File: src/hdl/cam_pkg.sv
package cam_pkg;

    // Field widths of one transaction
    localparam int DAY_W    = 5;
    localparam int MONTH_W  = 4;
    localparam int YEAR_W   = 14;
    localparam int HOUR_W   = 5;
    localparam int MINUTE_W = 6;
    localparam int LEN_W    = 16;

    // Packed stream widths, rounded up to whole bytes
    localparam int IN_W  = 56;
    localparam int OUT_W = 40;

    localparam int LENGTH_BITS_DEF = 16;

    localparam logic [MINUTE_W-1:0] MIN_PER_HOUR = 6'd60;
    localparam logic [MINUTE_W-1:0] HOUR_PER_DAY = 6'd24;

    // Reciprocals for division by constants. ceil(2^23 / 60) is exact for
    // dividends below 2^17; ceil(2^9 / 3) is exact for dividends below 2^9.
    localparam int          DIV60_SHIFT = 23;
    localparam logic [17:0] DIV60_MUL   = 18'd139811;
    localparam int          DIV3_SHIFT  = 9;
    localparam logic [7:0]  DIV3_MUL    = 8'd171;

    localparam logic [MONTH_W-1:0] MONTH_JAN = 4'd1;
    localparam logic [MONTH_W-1:0] MONTH_FEB = 4'd2;
    localparam logic [MONTH_W-1:0] MONTH_DEC = 4'd12;

    typedef enum logic [2:0] {
        ST_IDLE,
        ST_MIN_QUOT,
        ST_MIN_REM,
        ST_HOUR_QUOT,
        ST_HOUR_REM,
        ST_MONTH,
        ST_DONE
    } state_t;

    // Gregorian leap rule. Divisibility by 25 is found by folding the year
    // with 128 = 3 (mod 25) and 32 = 7 (mod 25), then matching multiples.
    function automatic logic is_leap(input logic [YEAR_W-1:0] y);
        logic [8:0] s1;
        logic [7:0] s2;
        logic       z25;
        s1  = 9'(y[13:7]) * 9'd3 + 9'(y[6:0]);
        s2  = 8'(s1[8:5]) * 8'd7 + 8'(s1[4:0]);
        z25 = (s2 == 8'd0) || (s2 == 8'd25) || (s2 == 8'd50) || (s2 == 8'd75) ||
              (s2 == 8'd100) || (s2 == 8'd125);
        return (y[1:0] == 2'd0) && (!z25 || (y[3:0] == 4'd0));
    endfunction

    // Days in a month; the month is already clamped to 1..12
    function automatic logic [DAY_W-1:0] month_len(input logic [MONTH_W-1:0] m,
                                                   input logic [YEAR_W-1:0]  y);
        logic [DAY_W-1:0] d;
        case (m) inside
            MONTH_FEB:                     d = is_leap(y) ? 5'd29 : 5'd28;
            4'd4, 4'd6, 4'd9, 4'd11:       d = 5'd30;
            default:                       d = 5'd31;
        endcase
        return d;
    endfunction

endpackage

File: src/hdl/calendar_add_minutes_core.sv
// Steps: ST_MIN_QUOT, ST_MIN_REM, ST_HOUR_QUOT, ST_HOUR_REM, ST_MONTH for each month end
//   crossed (0..2) and one final check, then ST_DONE until the output register is free.
//   s_tready is high only while idle. Each division takes a reciprocal multiply step and
//   a remainder step on the shared subtractor, which then checks one month end per cycle.
// Reset: rst_n is asynchronous, active low; it returns the sequencer to idle
//   and drops m_tvalid. Datapath registers are not reset.
module calendar_add_minutes_core
    import cam_pkg::*;
#(
    parameter int LENGTH_BITS = LENGTH_BITS_DEF
) (
    input  logic             clk,
    input  logic             rst_n,
    // Input stream
    input  logic             s_tvalid,
    output logic             s_tready,
    // start_day[4:0], start_month[8:5], start_year[22:9], start_hour[27:23],
    // start_minute[33:28], length_minutes[49:34], zero fill [55:50]
    input  logic [IN_W-1:0]  s_tdata,
    // Output stream
    output logic             m_tvalid,
    input  logic             m_tready,
    // end_day[4:0], end_month[8:5], end_year[22:9], end_hour[27:23],
    // end_minute[33:28], zero fill [39:34]
    output logic [OUT_W-1:0] m_tdata
);

    // Only the low LENGTH_BITS of the duration count, and the field has 16.
    localparam int LB = (LENGTH_BITS < LEN_W) ? LENGTH_BITS : LEN_W;
    // Minute total, hour total and day total all fit in LB+1 bits when LB is at least 6.
    localparam int MW = LB + 1;

    state_t               state_reg, state_next;
    logic [MW-1:0]        acc_reg, acc_next;    // dividend of the current division
    logic [MW-1:0]        quot_reg, quot_next;  // quotient of the current division
    logic [MW-1:0]        day_reg, day_next;
    logic [MONTH_W-1:0]   month_reg, month_next;
    logic [YEAR_W-1:0]    year_reg, year_next;
    logic [HOUR_W-1:0]    hour_reg, hour_next;
    logic [MINUTE_W-1:0]  minute_reg, minute_next;
    logic                 m_tvalid_reg, m_tvalid_next;
    logic [OUT_W-1:0]     m_tdata_reg, m_tdata_next;

    logic [MW-1:0]        unit_a, unit_b, unit_diff;
    logic                 unit_ge;
    logic [MW+17:0]       min_prod;
    logic [MW+4:0]        hour_prod;
    logic [MW-1:0]        min_quot;
    logic [MW-1:0]        hour_quot;
    logic [DAY_W-1:0]     max_day;
    logic [MONTH_W-1:0]   in_month;

    // Shared subtract/compare unit: division remainders and month rollover
    cam_sub #(
        .W (MW)
    ) u_sub (
        .a    (unit_a),
        .b    (unit_b),
        .diff (unit_diff),
        .ge   (unit_ge)
    );

    // Quotient by 60 through a reciprocal multiply
    assign min_prod = (MW+18)'(acc_reg) * (MW+18)'(DIV60_MUL);
    assign min_quot = MW'(min_prod[MW+17:DIV60_SHIFT]);

    // Quotient by 24: drop three bits (divide by 8), then divide by 3
    assign hour_prod = (MW+5)'(acc_reg[MW-1:3]) * (MW+5)'(DIV3_MUL);
    assign hour_quot = MW'(hour_prod[MW+4:DIV3_SHIFT]);

    assign max_day = month_len(month_reg, year_reg);

    // Clamp the start month into 1..12
    always_comb
    begin
        in_month = s_tdata[8:5];
        if (in_month == '0)
        begin
            in_month = MONTH_JAN;
        end
        else if (in_month > MONTH_DEC)
        begin
            in_month = MONTH_DEC;
        end
    end

    // Operand select for the shared unit
    always_comb
    begin
        unit_a = acc_reg;
        unit_b = quot_reg * MW'(HOUR_PER_DAY);
        if (state_reg == ST_MONTH)
        begin
            unit_a = day_reg;
            unit_b = MW'(max_day);
        end
        else if (state_reg == ST_MIN_REM)
        begin
            unit_b = quot_reg * MW'(MIN_PER_HOUR);
        end
    end

    always_comb
    begin
        state_next    = state_reg;
        acc_next      = acc_reg;
        quot_next     = quot_reg;
        day_next      = day_reg;
        month_next    = month_reg;
        year_next     = year_reg;
        hour_next     = hour_reg;
        minute_next   = minute_reg;
        m_tvalid_next = m_tvalid_reg && !m_tready;
        m_tdata_next  = m_tdata_reg;
        s_tready      = 1'b0;

        unique case (state_reg)
            ST_IDLE:
            begin
                s_tready = 1'b1;
                if (s_tvalid)
                begin
                    // Load the start fields; minute total seeds the first division
                    acc_next   = MW'(s_tdata[33:28]) + MW'(s_tdata[34 +: LB]);
                    day_next   = MW'(s_tdata[4:0]);
                    month_next = in_month;
                    year_next  = s_tdata[22:9];
                    hour_next  = s_tdata[27:23];
                    state_next = ST_MIN_QUOT;
                end
            end

            ST_MIN_QUOT:
            begin
                quot_next  = min_quot;
                state_next = ST_MIN_REM;
            end

            ST_MIN_REM:
            begin
                // Minute is what is left after whole hours; carry them into the hour total
                minute_next = unit_diff[MINUTE_W-1:0];
                acc_next    = quot_reg + MW'(hour_reg);
                state_next  = ST_HOUR_QUOT;
            end

            ST_HOUR_QUOT:
            begin
                quot_next  = hour_quot;
                state_next = ST_HOUR_REM;
            end

            ST_HOUR_REM:
            begin
                hour_next  = unit_diff[HOUR_W-1:0];
                day_next   = day_reg + quot_reg;
                state_next = ST_MONTH;
            end

            ST_MONTH:
            begin
                // Advance one month while the day exceeds the month length
                if (unit_ge && (unit_diff != '0))
                begin
                    day_next = unit_diff;
                    if (month_reg == MONTH_DEC)
                    begin
                        month_next = MONTH_JAN;
                        year_next  = year_reg + 1'b1;
                    end
                    else
                    begin
                        month_next = month_reg + 1'b1;
                    end
                end
                else
                begin
                    state_next = ST_DONE;
                end
            end

            ST_DONE:
            begin
                // Hold until the output register is free
                if (!m_tvalid_reg || m_tready)
                begin
                    m_tvalid_next = 1'b1;
                    m_tdata_next  = {6'd0, minute_reg, hour_reg, year_reg, month_reg,
                                     day_reg[DAY_W-1:0]};
                    state_next    = ST_IDLE;
                end
            end

            default:
            begin
                state_next = ST_IDLE;
            end
        endcase
    end

    always_ff @(posedge clk or negedge rst_n)
    begin
        if (!rst_n)
        begin
            state_reg    <= ST_IDLE;
            m_tvalid_reg <= 1'b0;
        end
        else
        begin
            state_reg    <= state_next;
            m_tvalid_reg <= m_tvalid_next;
        end
    end

    always_ff @(posedge clk)
    begin
        acc_reg     <= acc_next;
        quot_reg    <= quot_next;
        day_reg     <= day_next;
        month_reg   <= month_next;
        year_reg    <= year_next;
        hour_reg    <= hour_next;
        minute_reg  <= minute_next;
        m_tdata_reg <= m_tdata_next;
    end

    assign m_tvalid = m_tvalid_reg;
    assign m_tdata  = m_tdata_reg;

endmodule

File: src/hdl/cam_sub.sv
module cam_sub #(
    parameter int W = 17
) (
    input  logic [W-1:0] a,
    input  logic [W-1:0] b,
    output logic [W-1:0] diff,
    output logic         ge
);

    logic borrow;

    // One subtract serves every compare: a >= b when no borrow
    assign {borrow, diff} = {1'b0, a} - {1'b0, b};
    assign ge             = !borrow;

endmodule

File: config.mk
export PLATFORM = sky130hd
export DESIGN_NAME = calendar_add_minutes_core
export DESIGN_NICKNAME = d
export VERILOG_FILES = /design/src/hdl/cam_pkg.sv /design/src/hdl/calendar_add_minutes_core.sv /design/src/hdl/cam_sub.sv
export SDC_FILE = /design/constraint.sdc
export NUM_CORES = 1
export LEC_CHECK = 0
export BUFFER_PORTS_ARGS = -buffer_cell sky130_fd_sc_hd__buf_2
export CAP_MARGIN = 30
export CORE_UTILIZATION = 35
export CTS_BUF_LIST = sky130_fd_sc_hd__clkbuf_8
export CTS_CLUSTER_SIZE = 8
export DETAILED_ROUTE_END_ITERATION = 8
export SLEW_MARGIN = 20
export SYNTH_ARGS = -nofsm -noshare
export SYNTH_HDL_FRONTEND = slang
export SYNTH_HIERARCHICAL = 1
export SYNTH_SLANG_ARGS = --single-unit
File: constraint.sdc
create_clock -name clk -period 8.6 [get_ports clk]
set_input_delay 2.58 -clock clk [delete_from_list [all_inputs] [get_ports clk]]
set_output_delay 2.58 -clock clk [all_outputs]
set_load 0.02 [all_outputs]
==> flow_summary.json <==
{
  "detailed_place_hpwl_um": 28710,
  "slew_headroom_pct": 42.27,
  "io_pins": 102,
  "port-buffer-count": 89,
  "synth_top_area_cell": "edfxtp_1",
  "antenna_cells": 0,
  "instances_no_fill": 2181,
  "grt_use_total_pct": 17.32,
  "whs_path_depth": 0,
  "wl_per_cell_um": 16.11,
  "drive_above_1_share_pct": 15.04,
  "cts_buffers": 17,
  "initial_core_util_pct": 35.74,
  "cts_buffer_depth": 2,
  "dr.pass1.iters": 5,
  "layout.nets": 2075,
  "crit_slowest_cell": "fa_2",
  "grt_first_pass_wirelength_um": 56820,
  "grt_pass1_vias": 11040,
  "worstPathArrival_ps": 9000,
  "dieWidth_um": 204.4,
  "area_delta_synth_final_pct": 15.63,
  "rsz0062_at_grt": "yes",
  "hp-class": "reg -> reg",
  "ys_types": 75,
  "via_per_inst": 4.966,
  "synth_edf_count": 110,
  "synth_top_area_share_pct": 23.05,
  "crit_path_max_fanout": 8,
  "clk_pin_slew_ps": 80,
  "dp_slack_ps": -561.3,
  "path_class": "reg -> reg",
  "syn_area_um2": 14330,
  "reg2regPathDepth": 38,
  "overflow": 0,
  "hold_violations": 0,
  "clock_latency_ps": 470,
  "crit_path_frequent_cell": "a21oi_2",
  "synth-async-reset-ratio_pct": 3.509,
  "first_iter_violations": 509,
  "final_antenna_net_count": 0,
  "cp_top_family": "compound AO/OA/AOI/OAI gates",
  "synth_area_leaders": "edfxtp_1 (23%), ha_1 (23%), fa_1 (15%)",
  "maxCapViolations": 0,
  "required_ps": 8820,
  "htreeDepth": 4,
  "cts_tree": "built",
  "grt_antenna_before_repair": 0,
  "drc": 0,
  "tns_ps": -4708,
  "wirelength_um": 35130,
  "endpoint_kind": "flip-flop",
  "largest_register_ffs": 34,
  "finalSetupViolCount": 35,
  "critical_path_depth": 38,
  "fp-row-count": 73,
  "dp_cells": 2127,
  "fp.dieH_um": 204.4,
  "status": "finished with violations",
  "skew_ps": 14.41,
  "syn_area_per_cell_um2": 9.658,
  "drv_slew": 0,
  "utilization_pct": 41.33,
  "dieArea_um2": 41760,
  "max_clock_freq_mhz": 113.9,
  "fin_ws_ps": -176.3,
  "grt_max_degree": 47,
  "core-area_um2": 40100,
  "ys_ff_latch": 114,
  "place_congestion": 0.8632,
  "slowest_delay_ps": 610,
  "vias": 10830,
  "worstMarginPinSlew_ps": 865.9,
  "yosys_warnings": 6,
  "synthCells": 1484,
  "ctsHoldBuffers": 0,
  "root_buffer": "clkbuf_8",
  "period_needed_ps": 8776,
  "synth-main-ff-cell": "edfxtp_1",
  "yosysSeqAreaShare_pct": 23.75,
  "timing.final.crit_share_pct": 102.1,
  "path_buf_inv": 7,
  "cp-start-kind": "flip-flop",
  "violations": "setup timing",
  "cts_sinks": 114
}
stage by stage:
step                      hold slack (ps)  instance area [µm²]
final                               423.4                16570
after global routing                444.6                16570
after CTS                           424.2                16420
after detailed placement            406.5                15800
after global placement              403.3                15790
after floorplan                     400.3                14390
metal layers:
metal	vias to the layer above	global-route usage [%]	part of all wire, %
met5	-	0	0
met4	0	3.731	1.3
met3	31	2.264	2.7
met2	159	30.46	49
met1	5197	22.47	47
li1	5443	-	-
Yosys cell counts (all sizes together), types with 4 or more instances:
cell type	n
and3	10
nor4	4
a41oi	4
o21ai	86
nor2	77
a2111o	4
o22ai	9
mux2	5
xor2	45
o21bai	11
nand2b	6
and4	5
nor2b	10
fa	108
a211oi	6
clkbuf	21
a31oi	6
dfrtp	4
ha	264
o21a	7
nand3	23
and2	6
a21oi	91
xnor2	69
a21o	37
nand4	7
a211o	4
or2	8
inv	215
a2111oi	5
nand2	140
edfxtp	110
or3	6
nor3	10
buf	10
final cells by class:
class                      count  area [µm²]
fill                        3860       23530
multi-input combinational   1128       10150
sequential                   114        3403
timing repair buffer         166        1136
inverter                     216       810.8
tap                          525       656.9
clock buffer                  17       234.0
clock inverter                15       178.9
worst reg2reg max path: cells and delay by family, from the launching register on:
| kind | cells | cell delay (ps) |
|---|---|---|
| compound gates | 16 | 3300 |
| buf+inv | 7 | 940 |
| simple gates | 5 | 690 |
| fa+ha+maj | 7 | 2720 |
| flops | 1 | 460 |
| xor+xnor | 3 | 450 |
final timing paths:
| path | slack, ps | endpoint | from |
|---|---|---|---|
| worst min-delay path | 420 | m_tdata[32]$_DFFE_PP_ | minute_reg[4]$_DFFE_PP_ |
| max in group asynchronous | 6570 | state_reg[2]$_DFFE_PN0P_ | rst_n |
| worst max-delay path | -180 | day_reg[7]$_DFFE_PP_ | year_reg[8]$_DFFE_PP_ |
| min in group asynchronous | 1920 | m_tvalid$_DFF_PN0_ | rst_n |
| worst min register to register | 420 | m_tdata[32]$_DFFE_PP_ | minute_reg[4]$_DFFE_PP_ |
| worst max register to register | -180 | day_reg[7]$_DFFE_PP_ | year_reg[8]$_DFFE_PP_ |
cells in the final DEF, fill, tap and decap left out, types with 17 or more instances in the layout:
cell	n
buf_2	89
nand3_1	23
xor2_1	45
clkbuf_8	17
edfxtp_1	110
xnor2_1	67
fa_1	104
ha_1	261
buf_4	68
a21oi_1	86
inv_1	213
nand2_1	139
a21o_1	35
o21ai_0	84
nor2_1	75
what timing repair did:
item,CTS,global route
endpoints found under the setup margin,37,37
hold endpoints to repair,0,0
cloned,2,1
pin swaps,5,4
gates resized for setup,17,14
setup buffers,12,6
kinds of logic (layout without fill, tap and decap cells):
| logic type | after synthesis | after routing | share of synthesized area [%] |
|---|---|---|---|
| muxes | 8 | 8 | 0.6023 |
| adders and majority gates | 372 | 372 | 38.13 |
| and+or+nand+nor | 318 | 318 | 10.00 |
| other | 1 | 6 | 0.02616 |
| xor gates and xnor gates | 114 | 114 | 6.966 |
| buffers and inverters | 247 | 414 | 6.661 |
| AOI/OAI and AO/OA | 310 | 310 | 13.86 |
| DFF | 114 | 114 | 23.75 |
Power is not shown: default switching activity piles up to over one toggle a cycle in this logic, so the estimate is an artifact.
